File: config.mk
export PLATFORM = sky130hd
export DESIGN_NAME = pump_refill_controller
export DESIGN_NICKNAME = d
export VERILOG_FILES = /design/src/design/prc_pkg.sv /design/src/design/prc_cfg_regs.sv /design/src/design/prc_core.sv /design/src/design/pump_refill_controller.sv
export SDC_FILE = /design/constraint.sdc
export NUM_CORES = 2
export LEC_CHECK = 0
export BUFFER_PORTS_ARGS = -buffer_cell sky130_fd_sc_hd__buf_4
export CORE_MARGIN = 8
export CORE_UTILIZATION = 54
export DETAILED_ROUTE_END_ITERATION = 8
export GPL_TIMING_DRIVEN = 0
export PLACE_DENSITY = 0.74
export RECOVER_POWER = 25
export SLEW_MARGIN = 20
export SYNTH_ARGS = -nofsm -noshare
export SYNTH_HDL_FRONTEND = slang
export SYNTH_HIERARCHICAL = 1
export SYNTH_SLANG_ARGS = --single-unit
export TNS_END_PERCENT = 30
File: constraint.sdc
create_clock -name clk_i -period 6.8 [get_ports clk_i]
set_clock_uncertainty 0.15 [all_clocks]
set_input_delay 1.02 -clock clk_i [delete_from_list [all_inputs] [get_ports clk_i]]
set_output_delay 1.02 -clock clk_i [all_outputs]
set_load 0.1 [all_outputs]
File: src/design/prc_pkg.sv
package prc_pkg;

  // Milliseconds per second and the reciprocal used to turn elapsed
  // milliseconds into whole seconds. The elapsed time is first shifted down
  // by three (a divide by eight), then multiplied by ceil(2^36 / 125).
  // The result is exact for every 29-bit quotient input.
  localparam int unsigned MsPerSec   = 1000;
  localparam int unsigned MsLimW     = 26;
  localparam int unsigned SecRecipW  = 30;
  localparam logic [SecRecipW-1:0] SecRecip = 30'd549755814;
  localparam int unsigned SecShift   = 36;
  localparam int unsigned SecProdW   = 59;

  localparam int unsigned InTdataW   = 56;
  localparam int unsigned OutTdataW  = 32;
  localparam int unsigned RunSecW    = 23;
  localparam int unsigned CfgIdxW    = 2;
  localparam int unsigned CfgDataW   = 16;

  typedef enum logic [CfgIdxW-1:0] {
    CFG_MAX_RUN    = 2'd0,
    CFG_START_DLY  = 2'd1,
    CFG_TANK_EMPTY = 2'd2
  } cfg_idx_e;

  typedef struct packed {
    logic [15:0] max_run_s;
    logic [15:0] start_dly_s;
    logic [14:0] tank_empty_mm;
  } cfg_t;

  typedef struct packed {
    logic [31:0]        now_ms;
    logic               water_present;
    logic               service_mode;
    logic               water_alarm;
    logic signed [15:0] distance_mm;
    logic               clear_lock;
  } in_item_t;

  // Outcome of one evaluation. The elapsed field is already zero unless the
  // pump stopped in this evaluation.
  typedef struct packed {
    logic        pump_on;
    logic        alarm_raise;
    logic        run_time_valid;
    logic        lock_active;
    logic        delay_running;
    logic [31:0] elapsed_ms;
  } eval_t;

endpackage

File: src/design/prc_cfg_regs.sv
module prc_cfg_regs
  import prc_pkg::*;
(
  input  logic                clk_i,
  input  logic                rst_ni,
  input  logic                cfg_we_i,
  input  logic [CfgIdxW-1:0]  cfg_idx_i,
  input  logic [CfgDataW-1:0] cfg_wdata_i,
  output cfg_t                cfg_o
);

  cfg_t cfg_q, cfg_d;

  always_comb begin
    cfg_d = cfg_q;
    if (cfg_we_i) begin
      case (cfg_idx_e'(cfg_idx_i))
        CFG_MAX_RUN:    cfg_d.max_run_s     = cfg_wdata_i;
        CFG_START_DLY:  cfg_d.start_dly_s   = cfg_wdata_i;
        CFG_TANK_EMPTY: cfg_d.tank_empty_mm = cfg_wdata_i[14:0];
        default:        cfg_d = cfg_q;
      endcase
    end
  end

  always_ff @(posedge clk_i or negedge rst_ni) begin
    if (!rst_ni) begin
      cfg_q.max_run_s     <= 16'd60;
      cfg_q.start_dly_s   <= 16'd5;
      cfg_q.tank_empty_mm <= 15'd500;
    end else begin
      cfg_q <= cfg_d;
    end
  end

  assign cfg_o = cfg_q;

endmodule

File: src/design/prc_core.sv
module prc_core
  import prc_pkg::*;
(
  input  logic     clk_i,
  input  logic     rst_ni,
  input  logic     adv_i,
  input  in_item_t item_i,
  input  cfg_t     cfg_i,
  output eval_t    eval_o
);

  logic        pump_q, pump_d;
  logic        dly_q, dly_d;
  logic        lock_q, lock_d;
  logic [31:0] run_start_q, run_start_d;
  logic [31:0] dly_start_q, dly_start_d;

  logic        lock_clr;
  logic [31:0] run_eff, dly_eff, run_el, dly_el;
  logic [MsLimW-1:0] run_lim, dly_lim;
  logic        over_run, supply_dry, dly_done;
  logic        stop, alarm;

  always_comb begin
    lock_clr = item_i.clear_lock ? 1'b0 : lock_q;
    // A start time later than now means the millisecond counter wrapped.
    run_eff  = (item_i.now_ms < run_start_q) ? item_i.now_ms : run_start_q;
    dly_eff  = (item_i.now_ms < dly_start_q) ? item_i.now_ms : dly_start_q;
    run_el   = item_i.now_ms - run_eff;
    dly_el   = item_i.now_ms - dly_eff;
    run_lim  = MsLimW'(cfg_i.max_run_s) * MsLimW'(MsPerSec);
    dly_lim  = MsLimW'(cfg_i.start_dly_s) * MsLimW'(MsPerSec);
    over_run = pump_q && (run_el > {6'b0, run_lim});
    dly_done = dly_el >= {6'b0, dly_lim};
    supply_dry = !item_i.distance_mm[15] &&
                 (item_i.distance_mm[14:0] >= cfg_i.tank_empty_mm);

    pump_d      = pump_q;
    dly_d       = dly_q;
    lock_d      = lock_clr;
    run_start_d = run_eff;
    dly_start_d = dly_eff;
    stop        = 1'b0;
    alarm       = 1'b0;

    if (item_i.service_mode) begin
      stop = pump_q;
    end else if (over_run) begin
      stop   = 1'b1;
      lock_d = 1'b1;
      alarm  = 1'b1;
    end else if (lock_clr || item_i.water_alarm) begin
      stop = pump_q;
    end else if (pump_q && supply_dry) begin
      stop  = 1'b1;
      dly_d = 1'b0;
      alarm = 1'b1;
    end else if (!item_i.water_present && pump_q) begin
      stop  = 1'b1;
      dly_d = 1'b0;
    end else if (item_i.water_present && !pump_q && !dly_q) begin
      dly_d       = 1'b1;
      dly_start_d = item_i.now_ms;
    end else if (dly_q && !pump_q && dly_done) begin
      pump_d      = 1'b1;
      run_start_d = item_i.now_ms;
      dly_d       = 1'b0;
    end

    if (stop) begin
      pump_d      = 1'b0;
      run_start_d = 32'd0;
    end
  end

  always_ff @(posedge clk_i or negedge rst_ni) begin
    if (!rst_ni) begin
      pump_q      <= 1'b0;
      dly_q       <= 1'b0;
      lock_q      <= 1'b0;
      run_start_q <= 32'd0;
      dly_start_q <= 32'd0;
    end else if (adv_i) begin
      pump_q      <= pump_d;
      dly_q       <= dly_d;
      lock_q      <= lock_d;
      run_start_q <= run_start_d;
      dly_start_q <= dly_start_d;
    end
  end

  assign eval_o.pump_on        = pump_d;
  assign eval_o.alarm_raise    = alarm;
  assign eval_o.run_time_valid = stop;
  assign eval_o.lock_active    = lock_d;
  assign eval_o.delay_running  = dly_d;
  assign eval_o.elapsed_ms     = stop ? run_el : 32'd0;

endmodule

File: src/design/pump_refill_controller.sv
// Channel     | Dir | Beat contents
// s_axis      | in  | one evaluation request (now, sensors, distance, lock clear)
// m_axis      | out | one evaluation result (pump, alarm, stop report, flags)
// cfg         | in  | register write: index and 16-bit data, no handshake
//
// A beat passes three registers: the input register, loaded at the accepting edge, the
// evaluation register, and the output register after the millisecond-to-second multiply.
// One beat is accepted per cycle unless a stall on m_axis has filled the pipeline.
// Reset clears the pump, delay and lock flags, both start times and the stage valid bits,
// and returns the registers to 60 s, 5 s and 500 mm.
// A stall on m_axis holds each full stage and backs up through the pipeline to s_axis_tready.
module pump_refill_controller
  import prc_pkg::*;
(
  input  logic                 clk_i,
  input  logic                 rst_ni,
  input  logic                 s_axis_tvalid,
  output logic                 s_axis_tready,
  // now_ms[31:0], water_present[32], service_mode[33], water_alarm[34],
  // distance_mm[50:35], clear_lock[51], zero fill [55:52]
  input  logic [InTdataW-1:0]  s_axis_tdata,
  output logic                 m_axis_tvalid,
  input  logic                 m_axis_tready,
  // pump_on[0], alarm_raise[1], run_time_valid[2], run_seconds[25:3],
  // lock_active[26], delay_running[27], zero fill [31:28]
  output logic [OutTdataW-1:0] m_axis_tdata,
  input  logic                 cfg_we_i,
  input  logic [CfgIdxW-1:0]   cfg_idx_i,
  input  logic [CfgDataW-1:0]  cfg_wdata_i
);

  cfg_t     cfg;
  in_item_t in_q;
  eval_t    eval_d, ev_q;
  logic     in_v_q, ev_v_q, out_v_q;
  logic     in_rdy, ev_rdy, out_rdy;
  logic     in_adv, ev_adv;
  logic [SecProdW-1:0] sec_prod;

  typedef struct packed {
    logic               pump_on;
    logic               alarm_raise;
    logic               run_time_valid;
    logic [RunSecW-1:0] run_seconds;
    logic               lock_active;
    logic               delay_running;
  } out_beat_t;

  out_beat_t out_q;

  // Register writes must arrive only while the pipeline is empty; the block does not enforce it.
  prc_cfg_regs u_cfg (
    .clk_i       (clk_i),
    .rst_ni      (rst_ni),
    .cfg_we_i    (cfg_we_i),
    .cfg_idx_i   (cfg_idx_i),
    .cfg_wdata_i (cfg_wdata_i),
    .cfg_o       (cfg)
  );

  // A stage may load when it is empty or when its content moves on.
  assign out_rdy = !out_v_q || m_axis_tready;
  assign ev_rdy  = !ev_v_q || out_rdy;
  assign in_rdy  = !in_v_q || ev_rdy;
  assign ev_adv  = ev_v_q && out_rdy;
  assign in_adv  = in_v_q && ev_rdy;
  assign s_axis_tready = in_rdy;

  always_ff @(posedge clk_i or negedge rst_ni) begin
    if (!rst_ni) begin
      in_v_q  <= 1'b0;
      ev_v_q  <= 1'b0;
      out_v_q <= 1'b0;
    end else begin
      if (in_rdy)  in_v_q  <= s_axis_tvalid;
      if (ev_rdy)  ev_v_q  <= in_v_q;
      if (out_rdy) out_v_q <= ev_v_q;
    end
  end

  // Input register: unpack the beat into its fields.
  always_ff @(posedge clk_i) begin
    if (s_axis_tvalid && in_rdy) begin
      in_q.now_ms        <= s_axis_tdata[31:0];
      in_q.water_present <= s_axis_tdata[32];
      in_q.service_mode  <= s_axis_tdata[33];
      in_q.water_alarm   <= s_axis_tdata[34];
      in_q.distance_mm   <= s_axis_tdata[50:35];
      in_q.clear_lock    <= s_axis_tdata[51];
    end
  end

  // The controller state advances exactly when the evaluated beat moves into
  // the evaluation register.
  prc_core u_core (
    .clk_i  (clk_i),
    .rst_ni (rst_ni),
    .adv_i  (in_adv),
    .item_i (in_q),
    .cfg_i  (cfg),
    .eval_o (eval_d)
  );

  always_ff @(posedge clk_i) begin
    if (in_adv) begin
      ev_q <= eval_d;
    end
  end

  // Whole seconds: floor(ms / 1000) = floor((ms >> 3) * SecRecip >> 36).
  assign sec_prod = SecProdW'(ev_q.elapsed_ms[31:3]) * SecProdW'(SecRecip);

  always_ff @(posedge clk_i) begin
    if (ev_adv) begin
      out_q.pump_on        <= ev_q.pump_on;
      out_q.alarm_raise    <= ev_q.alarm_raise;
      out_q.run_time_valid <= ev_q.run_time_valid;
      out_q.run_seconds    <= sec_prod[SecShift +: RunSecW];
      out_q.lock_active    <= ev_q.lock_active;
      out_q.delay_running  <= ev_q.delay_running;
    end
  end

  assign m_axis_tvalid = out_v_q;
  assign m_axis_tdata  = {4'b0, out_q.delay_running, out_q.lock_active, out_q.run_seconds,
                          out_q.run_time_valid, out_q.alarm_raise, out_q.pump_on};

  // A stop always leaves the pump off.
  assert property (@(posedge clk_i) disable iff (!rst_ni)
    m_axis_tvalid |-> !(m_axis_tdata[2] && m_axis_tdata[0]))
    else $error("stop reported with pump still on");

  // Every alarm comes from a stop.
  assert property (@(posedge clk_i) disable iff (!rst_ni)
    m_axis_tvalid && m_axis_tdata[1] |-> m_axis_tdata[2])
    else $error("alarm raised without a pump stop");

  // A nonzero run time is only reported with a stop.
  assert property (@(posedge clk_i) disable iff (!rst_ni)
    m_axis_tvalid && !m_axis_tdata[2] |-> m_axis_tdata[25:3] == '0)
    else $error("run seconds reported without a stop");

  // The pump and the start delay never run at the same time.
  assert property (@(posedge clk_i) disable iff (!rst_ni)
    m_axis_tvalid |-> !(m_axis_tdata[0] && m_axis_tdata[27]))
    else $error("pump on while start delay is counting");

endmodule
==> results_dict.tcl <==
set metrics [dict create \
    post-route-min-period_ns 7.14 \
    min_from "ev_q[35]" \
    clockBufferDepth 3 \
    final_net_count 4794 \
    path_common_cell "fa_1" \
    ios 113 \
    start_kind "flip-flop" \
    dp_slack_ns -1.71 \
    initial_core_util 0.546 \
    numPortBuffers 104 \
    final_util 0.654 \
    r2r_start "u_cfg/cfg_o[17]" \
    hp-class "reg2reg" \
    synth_cells 3298 \
    fillers 4578 \
    synthToLayoutAreaGrowth_pct 19.8 \
    antenna_found_initial 1 \
    finalNonFillerCells 4545 \
    rsz0062_at_grt "yes" \
    worstMarginPinSlew_ns 2.55 \
    synthesis.area_um2 33600 \
    ant_nets 0 \
    violations "max-capacitance violations, max-slew violations, negative setup slack" \
    diodes 0 \
    drc 0 \
    finalWorstSetupSlack_ns -0.340 \
    drv_slew 46 \
    post-route-period-util 1.05 \
    yosysWarnings 6 \
    cts_hold_buf 0 \
    crit_type "reg2reg" \
    hold_path_depth 0 \
    fmax_ghz 0.140 \
    setup_viol 76 \
    clk_pin_slew_worst_paths_ns 0.06 \
    rows 91 \
    drt-wirelength-per-cell_um 18.6 \
    holdPathEnd "m_axis_tdata[1]" \
    vias 25000 \
    cpPeakStageDelay_ns 0.58 \
    drt-pass1-iter-count 5 \
    place.gp.congestion 0.930 \
    finalHoldViolCount 0 \
    slew_headroom -0.703 \
    grt_pass1_vias 25900 \
    reg2reg_slack_ns -0.34 \
    status "complete, but fails checks" \
    drtIter0Drc 1529 \
    routed_wl_um 84600 \
    reg2regPathDepth 26 \
    dieArea_um2 70500 \
    r2r_end "u_core/run_start_q[12]" \
    synth_area_per_cell_um2 10.2 \
    arrival_ns 7.43 \
    path_max_fanout 5 \
    insertion_delay_ns 0.56 \
    cp.buffers_inverters 4 \
    slowest_stage "dfstp_2" \
    maxCapViolations 1 \
    path_delay_family "adder cells" \
    viasPerCell 5.50 \
    dp_hpwl_um 62600 \
    clkSinkCount 231 \
    grt_max_degree 73 \
    grt_pass1_wl_um 131000 \
    dp_cells 4245 \
    die_w_um 265 \
    critPathRequiredTime_ns 7.09 \
    h-tree-depth 1 \
    cts_buffers 29 \
    design.core.area_um2 61600 \
    cts_root_buffer "clkbuf_16" \
    tritoncts "done" \
    die_h_um 265 \
    grtUsageTotal 0.226 \
    overflow 0 \
    end_kind "flip-flop" \
    drive_above_1_share 0.219 \
]
==> through the flow <==
stage	area, µm²	hold WS (ns)	TNS (ns)
6_report	40300	0.269	-14.83
5_1_grt	40300	0.273	-32.69
4_1_cts	38600	0.233	-16.48
3_5_place_dp	35500	0.255	-114.32
3_3_place_gp	35500	0.255	-108.88
2_1_floorplan	33600	0.250	0
==> per-layer routing <==
metal / vias to the layer above / wire, µm / share of wire / global-route usage
met5: - / 0 / 0 / 0
met2: 636 / 41600 / 0.49 / 0.389
met4: 0 / 4040 / 0.048 / 0.0877
met3: 218 / 3840 / 0.045 / 0.0241
li1: 11900 / - / - / -
met1: 12300 / 35200 / 0.42 / 0.293
==> placed cells by master (no fill, tap or decap), drive strengths merged, types with 6 or more instances in the layout <==
master and n:
inv 720, ha 654, fa 375, buf 321
a21oi 171, nor2 123, clkbuf 115, edfxtp 114
dfrtp 105, nand2 104, o21ai 100, mux2i 94
mux2 79, a21o 72, xnor2 67, xor2 44
nand3 44, and2 35, nand4 33, nor3 30
a211oi 27, nand2b 26, o21a 24, o211ai 22
nor2b 19, o21bai 16, a31oi 14, dfstp 12
or3 11, nor4 9, clkinv 9, or2 8
and3 8, o31ai 7, o41ai 7, o2111ai 6
==> flip-flops by register name (all words and copies together) (netlist names), 28 cells and up <==
signal	flops
in_q	52
u_cfg/cfg_o	47
u_core/dly_start_q	32
u_core/run_start_q	32
m_axis_tdata	28
ev_q	34
==> repair_timing <==
item / CTS / global route
resized for setup: 195 / 207
endpoints found under the setup margin: 86 / 85
endpoints found under the hold margin: 0 / 0
setup buffers: 168 / 80
pin swaps: 96 / 101
cloned: 3 / 3
==> how the worst max path moves through the flow <==
stage	startpoint	endpoint	slack (ns)	cells past startpoint
floorplan	ev_q[22]	m_axis_tdata[22]	0.004	24
global placement	in_q[29]	ev_q[22]	-1.59	32
detailed placement	in_q[31]	ev_q[32]	-1.71	31
CTS	ev_q[26]	m_axis_tdata[22]	-0.42	24
global route	in_q[39]	u_core/run_start_q[6]	-0.55	34
finish	u_cfg/cfg_o[17]	u_core/run_start_q[12]	-0.34	26
==> layout make-up <==
cell class,count,area (µm²),share of cell area
Sequential cell,231,6380,0.158
Clock buffer,36,792,0.0197
Timing Repair Buffer,358,2920,0.0726
Clock inverter,17,191,0.00475
Inverter,718,2720,0.0674
Tap cell,837,1050,0.0260
Buffer,43,364,0.00904
Multi-Input combinational cell,2305,25900,0.642
Power is left out: the tool's default activity adds up to more than one toggle a clock period on the data nets, which glitch-free logic cannot reach.
